==> src/rtl/core/usbep_pkg.sv <==
// Shared constants and field-update functions for the USB endpoint register bank.
`default_nettype none
package usbep_pkg;

    localparam int DATA_W             = 16;
    localparam int EP_W               = 3;
    localparam int OP_W               = 2;
    localparam int ENDPOINT_COUNT_DEF = 8;

    localparam logic [OP_W-1:0] OP_READ  = 2'd0;
    localparam logic [OP_W-1:0] OP_WRITE = 2'd1;
    localparam logic [OP_W-1:0] OP_EVENT = 2'd2;

    localparam logic [DATA_W-1:0] BIT_CTR_RX   = 16'h8000;
    localparam logic [DATA_W-1:0] MASK_STAT_RX = 16'h3000;
    localparam logic [DATA_W-1:0] BIT_SETUP    = 16'h0800;
    localparam logic [DATA_W-1:0] BIT_CTR_TX   = 16'h0080;
    localparam logic [DATA_W-1:0] MASK_STAT_TX = 16'h0030;
    localparam logic [DATA_W-1:0] MASK_TOGGLE  = 16'h7070;
    localparam logic [DATA_W-1:0] MASK_DIRECT  = 16'h070F;
    localparam logic [DATA_W-1:0] STAT_RX_NAK  = 16'h2000;
    localparam logic [DATA_W-1:0] STAT_TX_NAK  = 16'h0020;

    // toggle bits flip on 1, ctr bits clear on 0, setup is read only
    function automatic logic [DATA_W-1:0] apply_write(input logic [DATA_W-1:0] old_val,
                                                      input logic [DATA_W-1:0] wd);
        apply_write = ((old_val ^ wd) & MASK_TOGGLE)
                    | (old_val & wd & (BIT_CTR_RX | BIT_CTR_TX))
                    | (old_val & BIT_SETUP)
                    | (wd & MASK_DIRECT);
    endfunction

    function automatic logic [DATA_W-1:0] apply_event(input logic [DATA_W-1:0] old_val,
                                                      input logic rx,
                                                      input logic setup);
        if (rx)
        begin
            apply_event = (old_val & ~(MASK_STAT_RX | BIT_SETUP)) | BIT_CTR_RX | STAT_RX_NAK
                        | (setup ? BIT_SETUP : '0);
        end
        else
        begin
            apply_event = (old_val & ~MASK_STAT_TX) | BIT_CTR_TX | STAT_TX_NAK;
        end
    endfunction

endpackage
`default_nettype wire

==> src/rtl/core/usb_endpoint_register_bank_top.sv <==
// USB device endpoint register bank: read, write and transfer-complete update.
//
//  channel | signals                                                            | dir
//  --------+--------------------------------------------------------------------+-----
//  in      | in_valid in_ready operation endpoint write_data rx_direction was_setup | in
//  out     | out_valid out_ready read_data                                      | out
//
// One word per cycle while no result is held: the addressed register is read,
// updated and written back in the accept cycle; the new value sits in the result
// register next cycle. in_ready drops only while a result is held by out_ready low.
// Reset clears all endpoint registers and the result valid flag.
`default_nettype none
module usb_endpoint_register_bank_top #(
    parameter int ENDPOINT_COUNT = usbep_pkg::ENDPOINT_COUNT_DEF
) (
    input  wire logic                           clk,
    input  wire logic                           rst_n,
    input  wire logic                           in_valid,
    output logic                                in_ready,
    input  wire logic [usbep_pkg::OP_W-1:0]     operation,
    input  wire logic [usbep_pkg::EP_W-1:0]     endpoint,
    input  wire logic [usbep_pkg::DATA_W-1:0]   write_data,
    input  wire logic                           rx_direction,
    input  wire logic                           was_setup,
    output logic                                out_valid,
    input  wire logic                           out_ready,
    output logic [usbep_pkg::DATA_W-1:0]        read_data
);

    // only indexes reachable through the endpoint field get storage
    localparam int EP_SPAN = 1 << usbep_pkg::EP_W;
    localparam int DEPTH   = (ENDPOINT_COUNT < EP_SPAN) ? ENDPOINT_COUNT : EP_SPAN;
    localparam int IDX_W   = (DEPTH > 1) ? $clog2(DEPTH) : 1;

    logic [usbep_pkg::DATA_W-1:0] ep_reg [DEPTH];
    logic [usbep_pkg::DATA_W-1:0] ep_next;
    logic [usbep_pkg::DATA_W-1:0] old_val;
    logic [usbep_pkg::DATA_W-1:0] result_reg;
    logic [usbep_pkg::DATA_W-1:0] result_next;
    logic                         out_valid_reg;
    logic [IDX_W-1:0]             idx;
    logic                         in_range;
    logic                         accept;

    assign in_ready  = !out_valid_reg || out_ready;
    assign accept    = in_valid && in_ready;
    assign out_valid = out_valid_reg;
    assign read_data = result_reg;

    assign in_range = (32'(endpoint) < ENDPOINT_COUNT);
    assign idx      = IDX_W'(endpoint);
    assign old_val  = ep_reg[idx];

    always_comb
    begin
        case (operation)
            usbep_pkg::OP_WRITE: ep_next = usbep_pkg::apply_write(old_val, write_data);
            usbep_pkg::OP_EVENT: ep_next = usbep_pkg::apply_event(old_val, rx_direction,
                                                                   was_setup);
            default:             ep_next = old_val;
        endcase
        result_next = in_range ? ep_next : '0;
    end

    always_ff @(posedge clk or negedge rst_n)
    begin
        if (!rst_n)
        begin
            out_valid_reg <= 1'b0;
            for (int i = 0; i < DEPTH; i++)
            begin
                ep_reg[i] <= '0;
            end
        end
        else
        begin
            if (accept)
            begin
                out_valid_reg <= 1'b1;
                if (in_range)
                begin
                    ep_reg[idx] <= ep_next;
                end
            end
            else if (out_ready)
            begin
                out_valid_reg <= 1'b0;
            end
        end
    end

    always_ff @(posedge clk)
    begin
        if (accept)
        begin
            result_reg <= result_next;
        end
    end

endmodule
`default_nettype wire

==> config.mk <==
export PLATFORM = sky130hd
export DESIGN_NAME = usb_endpoint_register_bank_top
export DESIGN_NICKNAME = d
export VERILOG_FILES = /design/src/rtl/core/usbep_pkg.sv /design/src/rtl/core/usb_endpoint_register_bank_top.sv
export SDC_FILE = /design/constraint.sdc
export NUM_CORES = 1
export LEC_CHECK = 0
export ABC_AREA = 0
export BUFFER_PORTS_ARGS = -buffer_cell sky130_fd_sc_hd__buf_2
export CAP_MARGIN = 20
export CORE_MARGIN = 1
export CORE_UTILIZATION = 60
export DETAILED_ROUTE_END_ITERATION = 10
export PLACE_DENSITY = 0.79
export SLEW_MARGIN = 30
export SYNTH_ARGS = -nofsm -noshare
export SYNTH_HDL_FRONTEND = slang
export SYNTH_SLANG_ARGS = --single-unit
export TNS_END_PERCENT = 50
==> constraint.sdc <==
create_clock -name clk -period 2.4 [get_ports clk]
set_clock_uncertainty 0.15 [all_clocks]
set_input_delay 0.48 -clock clk [delete_from_list [all_inputs] [get_ports clk]]
set_output_delay 0.48 -clock clk [all_outputs]
set_load 0.01 [all_outputs]
# Word level (Yosys, flattened, before mapping)
# Index checks and enable logic that the tools add are counted.
# word_totals
elab_cells,37
in_bits,27
ff_bits,145
output_inout_bits,18
# classes
n_bitwise,7
n_eq_ne,2
n_mux,11
n_reduce_logical,5
n_lt_le_gt_ge,2
# op_table
operator,n
bitwise mux 128 bit,1
two-way mux 16 bit,4
binary-select mux 16 bit (select 3 bit),1
demux 16 bit (select 3 bit),1
bitwise OR 16 x 12 -> 16 bit,2
one-hot mux 16 bit (2 select lines),1
AND 16 bit,1
bitwise OR 15 x 16 -> 16 bit,1
bitwise OR 16 x 11 -> 16 bit,1
XOR 15 bit,1
two-way mux 12 bit,1
"greater-or-equal comparator 4 bit, second input constant",1
"< comparator 4 x 1 -> 1 bit, second input constant",1
NOT 3 -> 4 bit,1
"equality test 2 x 1 -> 1 bit, second input constant",1
"equality test 2 bit, second input constant",1
logical AND 1 bit,2
two-way mux 1 bit,2
nonzero test 2 bit,1
zero test 1 bit,1
logical OR 1 bit,1

# Logic depth before layout (Yosys ltp)
# Gate-level depths: netlist (run 1).
# logic_depth
depth_word,10
mapped_depth,9
ltp_nobuf,6

# Worst setup path after synthesis (run 1)
# OpenSTA, ideal clock, no wires.
# synth_timing
path_type,input -> register
startpoint,input port operation[0] in the netlist's numbering
endpoint,"register result_reg, in the netlist read_data[5], data pin"
arrival_ps,1934
path_slack_ps,47
required_time_ps,1982
cell_stages,8
path_cell_list,inv_1 > ha_1 > clkbuf_1 > nor2_1 > clkbuf_1 > o21ai_0 > nand3_1 > nand3b_1
# synth_via
elab_chain_cells,2
elab_cells_between_ends,3
cone_classes,eq/ne: 2; mux: 1
# synth_lines
item,line_no,text
start: declaration,usb_endpoint_register_bank_top.sv:20,"input wire logic [usbep_pkg::OP_W-1:0] operation,"
equality test 2 bit or equality test 2 x 1 -> 1 bit (tied branches),usb_endpoint_register_bank_top.sv:56,case (operation)
one-hot mux 16 bit (2 select lines) *,usb_endpoint_register_bank_top.sv:56,
"via ep_next, one bit",usb_endpoint_register_bank_top.sv:36,logic [usbep_pkg::DATA_W-1:0] ep_next;
end signal: assignment,usb_endpoint_register_bank_top.sv:96,result_reg <= result_next;
end: declaration,usb_endpoint_register_bank_top.sv:38,logic [usbep_pkg::DATA_W-1:0] result_reg;
# Mark *: on every way through the listed nets, which the timed path passes. The rest lies on a longest branch.
# A chain may end at the register's enable or synchronous reset.

# Worst setup path after layout (run 1)
# layout_timing
startpoint,register ep_reg[38] in the netlist's numbering
endpoint,register ep_reg[118] in the netlist's numbering
# layout_via
elab_chain_cells,9
elab_cells_between_ends,11
cone_classes,mux: 6; bitwise: 5
# layout_lines
item,line_no,text
start: declaration,usb_endpoint_register_bank_top.sv:35,logic [usbep_pkg::DATA_W-1:0] ep_reg [DEPTH];
start signal: indexed assignment,usb_endpoint_register_bank_top.sv:82,ep_reg[idx] <= ep_next;
binary-select mux 16 bit (select 3 bit) *,usb_endpoint_register_bank_top.sv:52,assign old_val = ep_reg[idx];
two-way mux 16 bit (implied by the code) * (2 in series),usb_endpoint_register_bank_top.sv:52,
XOR 15 bit,usbep_pkg.sv:27,apply_write = ((old_val ^ wd) & MASK_TOGGLE)
bitwise OR 15 x 16 -> 16 bit,usbep_pkg.sv:28,| (old_val & wd & (BIT_CTR_RX | BIT_CTR_TX))
bitwise OR 16 x 12 -> 16 bit,usbep_pkg.sv:29,| (old_val & BIT_SETUP)
bitwise OR 16 x 11 -> 16 bit,usbep_pkg.sv:30,| (wd & MASK_DIRECT);
one-hot mux 16 bit (2 select lines) *,usb_endpoint_register_bank_top.sv:56,
bitwise mux 128 bit *,usb_endpoint_register_bank_top.sv:82,
# Every way passes the cells marked *; elsewhere a longest branch is shown, timed or not. The select of a mux whose other input is x is not followed.

==> impl_metrics.toml, run 1 <==
[outcome]
run_status = "finished, violations left"
violations = "DRC"

[clock_tree]
tritoncts_clock_tree = "yes"
post-cts-setup-buffers = 0
cts.clk_slew.worst_paths_ns = 0.06
later_pin_clock_latency_in_the_skew_report_ns = 0.44
level_count_of_the_clock_h_tree = 4
cts_sinks = 145
tritoncts.num_buffers = 17
cts_hold_fix_bufs = 1
largest_buffer_count_on_any_clock_path = 2
cts_resized = 0
clk_root_buffer_cell = "sky130_fd_sc_hd__clkbuf_16"

[cells_and_area]
most-common-layout-cells = "sky130_fd_sc_hd__dfrtp_1, sky130_fd_sc_hd__nor2_1, sky130_fd_sc_hd__a31oi_1, sky130_fd_sc_hd__buf_4, sky130_fd_sc_hd__buf_2"
most_common_library_cell_in_the_layout_ignoring_fill_and_taps = "sky130_fd_sc_hd__dfrtp_1"
layout-drive-gt1-share_pct = 28.0
layout-area-overhead-vs-synth_pct = 19.7
antennaDiodeCount = 0
final-instance-count-excl-fill = 890
numnets_final = 763
flip_flop_count_of_the_largest_register_all_copies_and_words_added = 128

[sta]
rsz0062_at_grt = "no"
final_critical_path_setup_slack_ns = 0.225
fmaxAchievable_ghz = 0.460
setup_viol = 0
maxSlewViolCount = 0
max_slew.worst_pin.slew_ns = 0.693
finalWorstPathRequiredPeriod_ns = 2.18
slew-limit-headroom_pct = 53.5
setup-tns-final_ns = 0
hold-worst-slack_ns = 0.335
final_worst_path_period_share_pct = 90.6
hold_viol = 0

[detailed_routing]
route.vias.total = 5849
drt_pre_antenna_iters = 8
dr.first_iter.drc_count = 567
vias_per_cell = 6.57
dr_drc_count = 2
routedWlPerCell_um = 22.0
antenna_violating_nets_post_route = 0
postRouteWirelength_um = 19500

[floorplanning]
dieArea_mm2 = 0.0122
core.rowCount = 39
initial_core_util_pct = 61.6
placeableCoreArea_mm2 = 0.0114
io_pins = 45
chipWidth_um = 110
floorplan.die.height_um = 110

[logic_synthesis]
avgSynthCellArea_um2 = 10.8
synth.yosys.warnings = 0
synthCells = 652
synth_cell_types = 60
async_flop_share_pct = 89.0
number_of_enable_type_register_cells_in_the_synthesized_netlist = 16
post_synthesis_net_count = 681
primary_flip_flop_cell_chosen_by_synthesis_mapping = "sky130_fd_sc_hd__dfrtp_1"
postSynthRegisterBits = 145
synth_area_mm2 = 0.00704
ys_seq_area_share_pct = 52.7

[placed_design]
input_output_buffers = 43
place_worst_setup_slack_ns = -0.0750
dp.final_hpwl_um = 13200
dpl.cell_count = 857
routabilityCongestion = 0.925

[setup_path]
path_delay_family = "multiplexers"
critPathRequiredTime_ns = 2.60
setup.worst_path.end_class = "flip-flop"
crit_type = "reg2reg"
worstPathBufferInverterCount = 0
timing.critical_path.fanout_max = 9
worstPathArrival_ns = 2.37
crit_chain = "mux2_1, mux4_2, or3_1, a31oi_1"
timing.critical_path.slowest_cell_delay_ns = 0.52
setup.worst_path.start_class = "flip-flop"
timing.critical_path.slowest_stage_cell = "sky130_fd_sc_hd__mux4_2"

[flow_run]
drv_cap = 0

[power]
power_density_mw_per_mm2 = 907
vdd_drop_max_mv = 0.672
static-leakage-power_nw = 3.72
design_power_total_mw = 7.65

[global_route]
grt-ovfl-total = 0
antenna_found_initial = 0
grt_util_all_layers_pct = 34.9
grt_max_degree = 53
number_of_global_route_vias_before_repair = 5854
grt_first_pass_wirelength_um = 30800

[hold_path]
hp-class = "reg2reg"
==> report_power, final <==
group          internal (mW)  switching, mW  total, mW
registers               3.07          0.309       3.38
logic                  0.726          0.865       1.59
clock network           1.67           1.00       2.67
==> cells in the mapped netlist (3+ instances only) <==
library cell,count,share of area (%)
sky130_fd_sc_hd__a21o_1,4,0.43
sky130_fd_sc_hd__a21oi_1,23,1.6
sky130_fd_sc_hd__a22oi_1,6,0.64
sky130_fd_sc_hd__a31oi_1,65,5.8
sky130_fd_sc_hd__and3b_1,4,0.50
sky130_fd_sc_hd__buf_2,28,2.0
sky130_fd_sc_hd__buf_4,3,0.32
sky130_fd_sc_hd__clkbuf_1,16,0.85
sky130_fd_sc_hd__dfrtp_1,129,46
sky130_fd_sc_hd__edfxtp_1,16,6.8
sky130_fd_sc_hd__inv_1,8,0.43
sky130_fd_sc_hd__mux2_2,36,5.8
sky130_fd_sc_hd__mux2i_1,41,5.8
sky130_fd_sc_hd__mux4_2,8,2.6
sky130_fd_sc_hd__nand2_1,38,2.0
sky130_fd_sc_hd__nand2b_1,11,0.98
sky130_fd_sc_hd__nand3_1,6,0.43
sky130_fd_sc_hd__nand3b_1,8,0.85
sky130_fd_sc_hd__nand4_1,8,0.71
sky130_fd_sc_hd__nor2_1,102,5.4
sky130_fd_sc_hd__nor2b_1,5,0.44
sky130_fd_sc_hd__nor4_1,8,0.71
sky130_fd_sc_hd__o21ai_0,8,0.57
sky130_fd_sc_hd__o31ai_1,16,1.7
sky130_fd_sc_hd__o31ai_2,4,0.71
sky130_fd_sc_hd__o32ai_1,4,0.50
sky130_fd_sc_hd__or3b_2,4,0.50
==> cells by family after synthesis <==
logic type | count (synthesis) | share of synthesized area, %
AND/OR/NAND/NOR | 207 | 13.9
multiplexers | 88 | 14.7
AO/OA/AOI/OAI | 149 | 14.3
buffers and inverters | 61 | 4.12
adder cells (fa/ha/maj) | 2 | 0.355
flip-flops | 145 | 52.7
==> through the flow <==
| stage | area (µm²) | util (%) |
|---|---|---|
| after global routing | 8430 | 73.8 |
| after CTS | 8430 | 73.8 |
| after detailed placement | 7820 | 68.5 |
| after global placement | 7820 | 68.5 |
| final | 8430 | 73.8 |
| after floorplan | 7040 | - |
==> area by class of cell <==
type                            count  area, µm²
Clock inverter                     11        136
Inverter                           11       41.3
Timing Repair Buffer              113        808
Fill cell                         775       2990
Tap cell                          143        179
Multi-Input combinational cell    446       3090
Clock buffer                       21        460
Sequential cell                   145       3710
==> worst register-to-register path, cell delays in order (launching register included) <==
cell,delay (ns)
sky130_fd_sc_hd__dfrtp_1,0.39
sky130_fd_sc_hd__mux2_1,0.31
sky130_fd_sc_hd__mux4_2,0.52
sky130_fd_sc_hd__or3_1,0.51
sky130_fd_sc_hd__a31oi_1,0.20
==> routing by layer <==
layer	routed length, µm	track usage [%]	vias to the layer above	part of all wire, %
met1	7580	44.3	2875	39
met4	799	17.7	0	4.1
met3	1820	9.17	86	9.3
li1	-	-	2558	-
met2	9350	55.4	330	48
met5	0	0	-	0
==> worst paths after layout <==
check / to / from / depth (start not counted) / slack [ns]
worst max-delay path: ep_reg[118] / ep_reg[38] / 4 / 0.22
worst min-delay path: ep_reg[124] / ep_reg[124] / 2 / 0.33
worst max register to register: ep_reg[118] / ep_reg[38] / 4 / 0.22
worst min register to register: ep_reg[124] / ep_reg[124] / 2 / 0.33
max in group asynchronous: ep_reg[111] / rst_n / 3 / 1.02
min in group asynchronous: ep_reg[64] / rst_n / 2 / 0.40
Note: power is estimated with default switching activity, not from simulation.
==> inputs of run 2 (changes only) <==
--- a/config.mk
+++ b/config.mk
@@ -8,6 +8,7 @@
 export ABC_AREA = 0
 export BUFFER_PORTS_ARGS = -buffer_cell sky130_fd_sc_hd__buf_2
 export CAP_MARGIN = 20
+export CORE_ASPECT_RATIO = 0.5
 export CORE_MARGIN = 1
 export CORE_UTILIZATION = 60
 export DETAILED_ROUTE_END_ITERATION = 10
==> run 2 against run 1 <==
The flow now finishes without violations. Non-clock buffer count up 13. Cell count rose by 3.0%. Cell area rose by 1.2%. Clock power is essentially flat. Sequential power barely moved. Largest cell class unchanged. Highest routed layer unchanged.
==> impl_metrics.toml, run 2 (synthesized netlist as in run 1, its figures left out) <==
[outcome]
run_status = "finished, final reports clean"

[hold_path]
hp-class = "reg2reg"
hold_path_startpoint = "ep_reg[60]"
hold_depth = 2
hold_endpoint = "ep_reg[60]"

[sta]
setup-tns-final_ns = 0
slew-limit-headroom_pct = 49.7
max_slew.worst_pin.slew_ns = 0.750
setup_viol = 0
final_worst_path_period_share_pct = 88.3
finalWorstPathRequiredPeriod_ns = 2.12
hold_viol = 0
maxSlewViolCount = 0
fmaxAchievable_ghz = 0.472
rsz0062_at_grt = "no"

[setup_path]
timing.critical_path.slowest_stage_cell = "sky130_fd_sc_hd__o31ai_2"
regToRegSetupSlack_ns = 0.31
worst_path_most_repeated_cell = "sky130_fd_sc_hd__nand2b_1"
setup.worst_path.end_class = "flip-flop"
timing.critical_path.slowest_cell_delay_ns = 0.64
setup.worst_path.start_class = "primary input"
r2r-start = "ep_reg[38]"
worstPathBufferInverterCount = 2
critical_path.reg2reg.endpoint = "ep_reg[118]"
path_delay_family = "compound AO/OA/AOI/OAI gates"
r2r_cells = 4
worstPathArrival_ns = 2.11
critPathRequiredTime_ns = 2.39
crit_chain = "buf_2, buf_12, nand2b_1, o22ai_1, o31ai_2, nand2b_1"
timing.critical_path.fanout_max = 39
crit_type = "in2reg"

[cells_and_area]
most_common_library_cell_in_the_layout_ignoring_fill_and_taps = "sky130_fd_sc_hd__dfrtp_1"
numnets_final = 776
layout-area-overhead-vs-synth_pct = 21.2
fillCellCount = 712
layout.core_utilization_pct = 76.1
multi_input_area_mm2 = 0.00309
layout.area.seq_mm2 = 0.00371
layout-drive-gt1-share_pct = 29.2
flip_flop_count_of_the_largest_register_all_copies_and_words_added = 128
antennaDiodeCount = 0
most-common-layout-cells = "sky130_fd_sc_hd__dfrtp_1, sky130_fd_sc_hd__nor2_1, sky130_fd_sc_hd__buf_4"

[detailed_routing]
drt_pre_antenna_iters = 7
vias_per_cell = 6.42
routedWlPerCell_um = 21.7
dr_drc_count = 0
route.vias.total = 5884
dr.first_iter.drc_count = 628
antenna_violating_nets_post_route = 0
postRouteWirelength_um = 19900

[placed_design]
input_output_buffers = 43
routabilityCongestion = 0.878
dp.final_hpwl_um = 13300

[clock_tree]
largest_buffer_count_on_any_clock_path = 2
later_pin_clock_latency_in_the_skew_report_ns = 0.43
tritoncts.num_buffers = 17
cts_resized = 0
cts.clk_slew.worst_paths_ns = 0.06
cts_sinks = 145
clk_root_buffer_cell = "sky130_fd_sc_hd__clkbuf_16"
level_count_of_the_clock_h_tree = 4
tritoncts_clock_tree = "yes"

[floorplanning]
chipWidth_um = 155
dieArea_mm2 = 0.0122
io_pins = 45
initial_core_util_pct = 62.8
floorplan.die.height_um = 78.6
placeableCoreArea_mm2 = 0.0112
core.rowCount = 27

[power]
power_density_mw_per_mm2 = 900
vdd_drop_max_mv = 0.376
static-leakage-power_nw = 3.79

[global_route]
busiest_layer = "met2"
grt_max_degree = 46
grt_first_pass_wirelength_um = 31800
grt-ovfl-total = 0
globalRouteMet3Util_pct = 8.72
gr_met2_demand_resource_pct = 55.5
antenna_found_initial = 0
grt_util_all_layers_pct = 35.2
grt_util_met1_pct = 47.8
number_of_global_route_vias_before_repair = 6007

[flow_run]
drv_cap = 0
-- run 2: changes by cell type in the layout (fill, tap and decap cells not counted), sizes merged --
cell      change
buf          +13
clkbuf        -1
clkinvlp      -1
-- run 2: tightest hold or removal path, cell delays in order (launching register included) --
cell and delay [ns]:
sky130_fd_sc_hd__dfrtp_1 0.34, sky130_fd_sc_hd__nand2_1 0.05, sky130_fd_sc_hd__o31ai_1 0.05
-- run 2: worst max-delay path by stage --
stage	startpoint	to	depth (start not counted)
final	endpoint[2]	read_data[7]	6
after global routing	ep_reg[38]	ep_reg[118]	4
after CTS	ep_reg[38]	ep_reg[118]	4
after detailed placement	endpoint[2]	read_data[7]	6
after global placement	endpoint[2]	read_data[7]	6
after floorplan	operation[0]	read_data[5]	8
-- run 2: through the flow --
step                power, mW  std cells  setup slack (ns)  hold WS [ns]  instance area (µm²)
detailed placement       4.99        886           -0.0339         0.232                 7940
finish                   7.67        917             0.281         0.323                 8530
global placement         4.88        886           -0.0114         0.228                 7940
floorplan                4.40        652            0.0474        0.0344                 7040
CTS                      7.66        917             0.317         0.328                 8530
global route             8.00        917             0.168         0.358                 8530
-- run 2: metal layers --
| metal | up-vias | routed length [µm] |
|---|---|---|
| li1 | 2581 | - |
| met1 | 2882 | 7950 |
| met2 | 363 | 9060 |
| met3 | 58 | 2270 |
| met4 | 0 | 581 |
| met5 | - | 0 |
-- run 2: final cells by class --
class / count / area share [%]
clock inverter: 10 / 1.61
inverter: 11 / 0.484
sequential: 145 / 43.5
timing repair buffer: 126 / 10.6
clock buffer: 20 / 5.24
multi-input combinational: 446 / 36.2
tap: 159 / 2.33
-- run 2: power breakdown --
part | switching [mW] | internal (mW)
logic | 0.882 | 0.754
registers | 0.317 | 3.07
clock network | 1.00 | 1.65
total | 2.20 | 5.47
-- run 2: timing repair --
item	4_1_cts	5_1_grt
hold buffers	1	0
hold endpoints to repair	17	0
buffers inserted	0	0
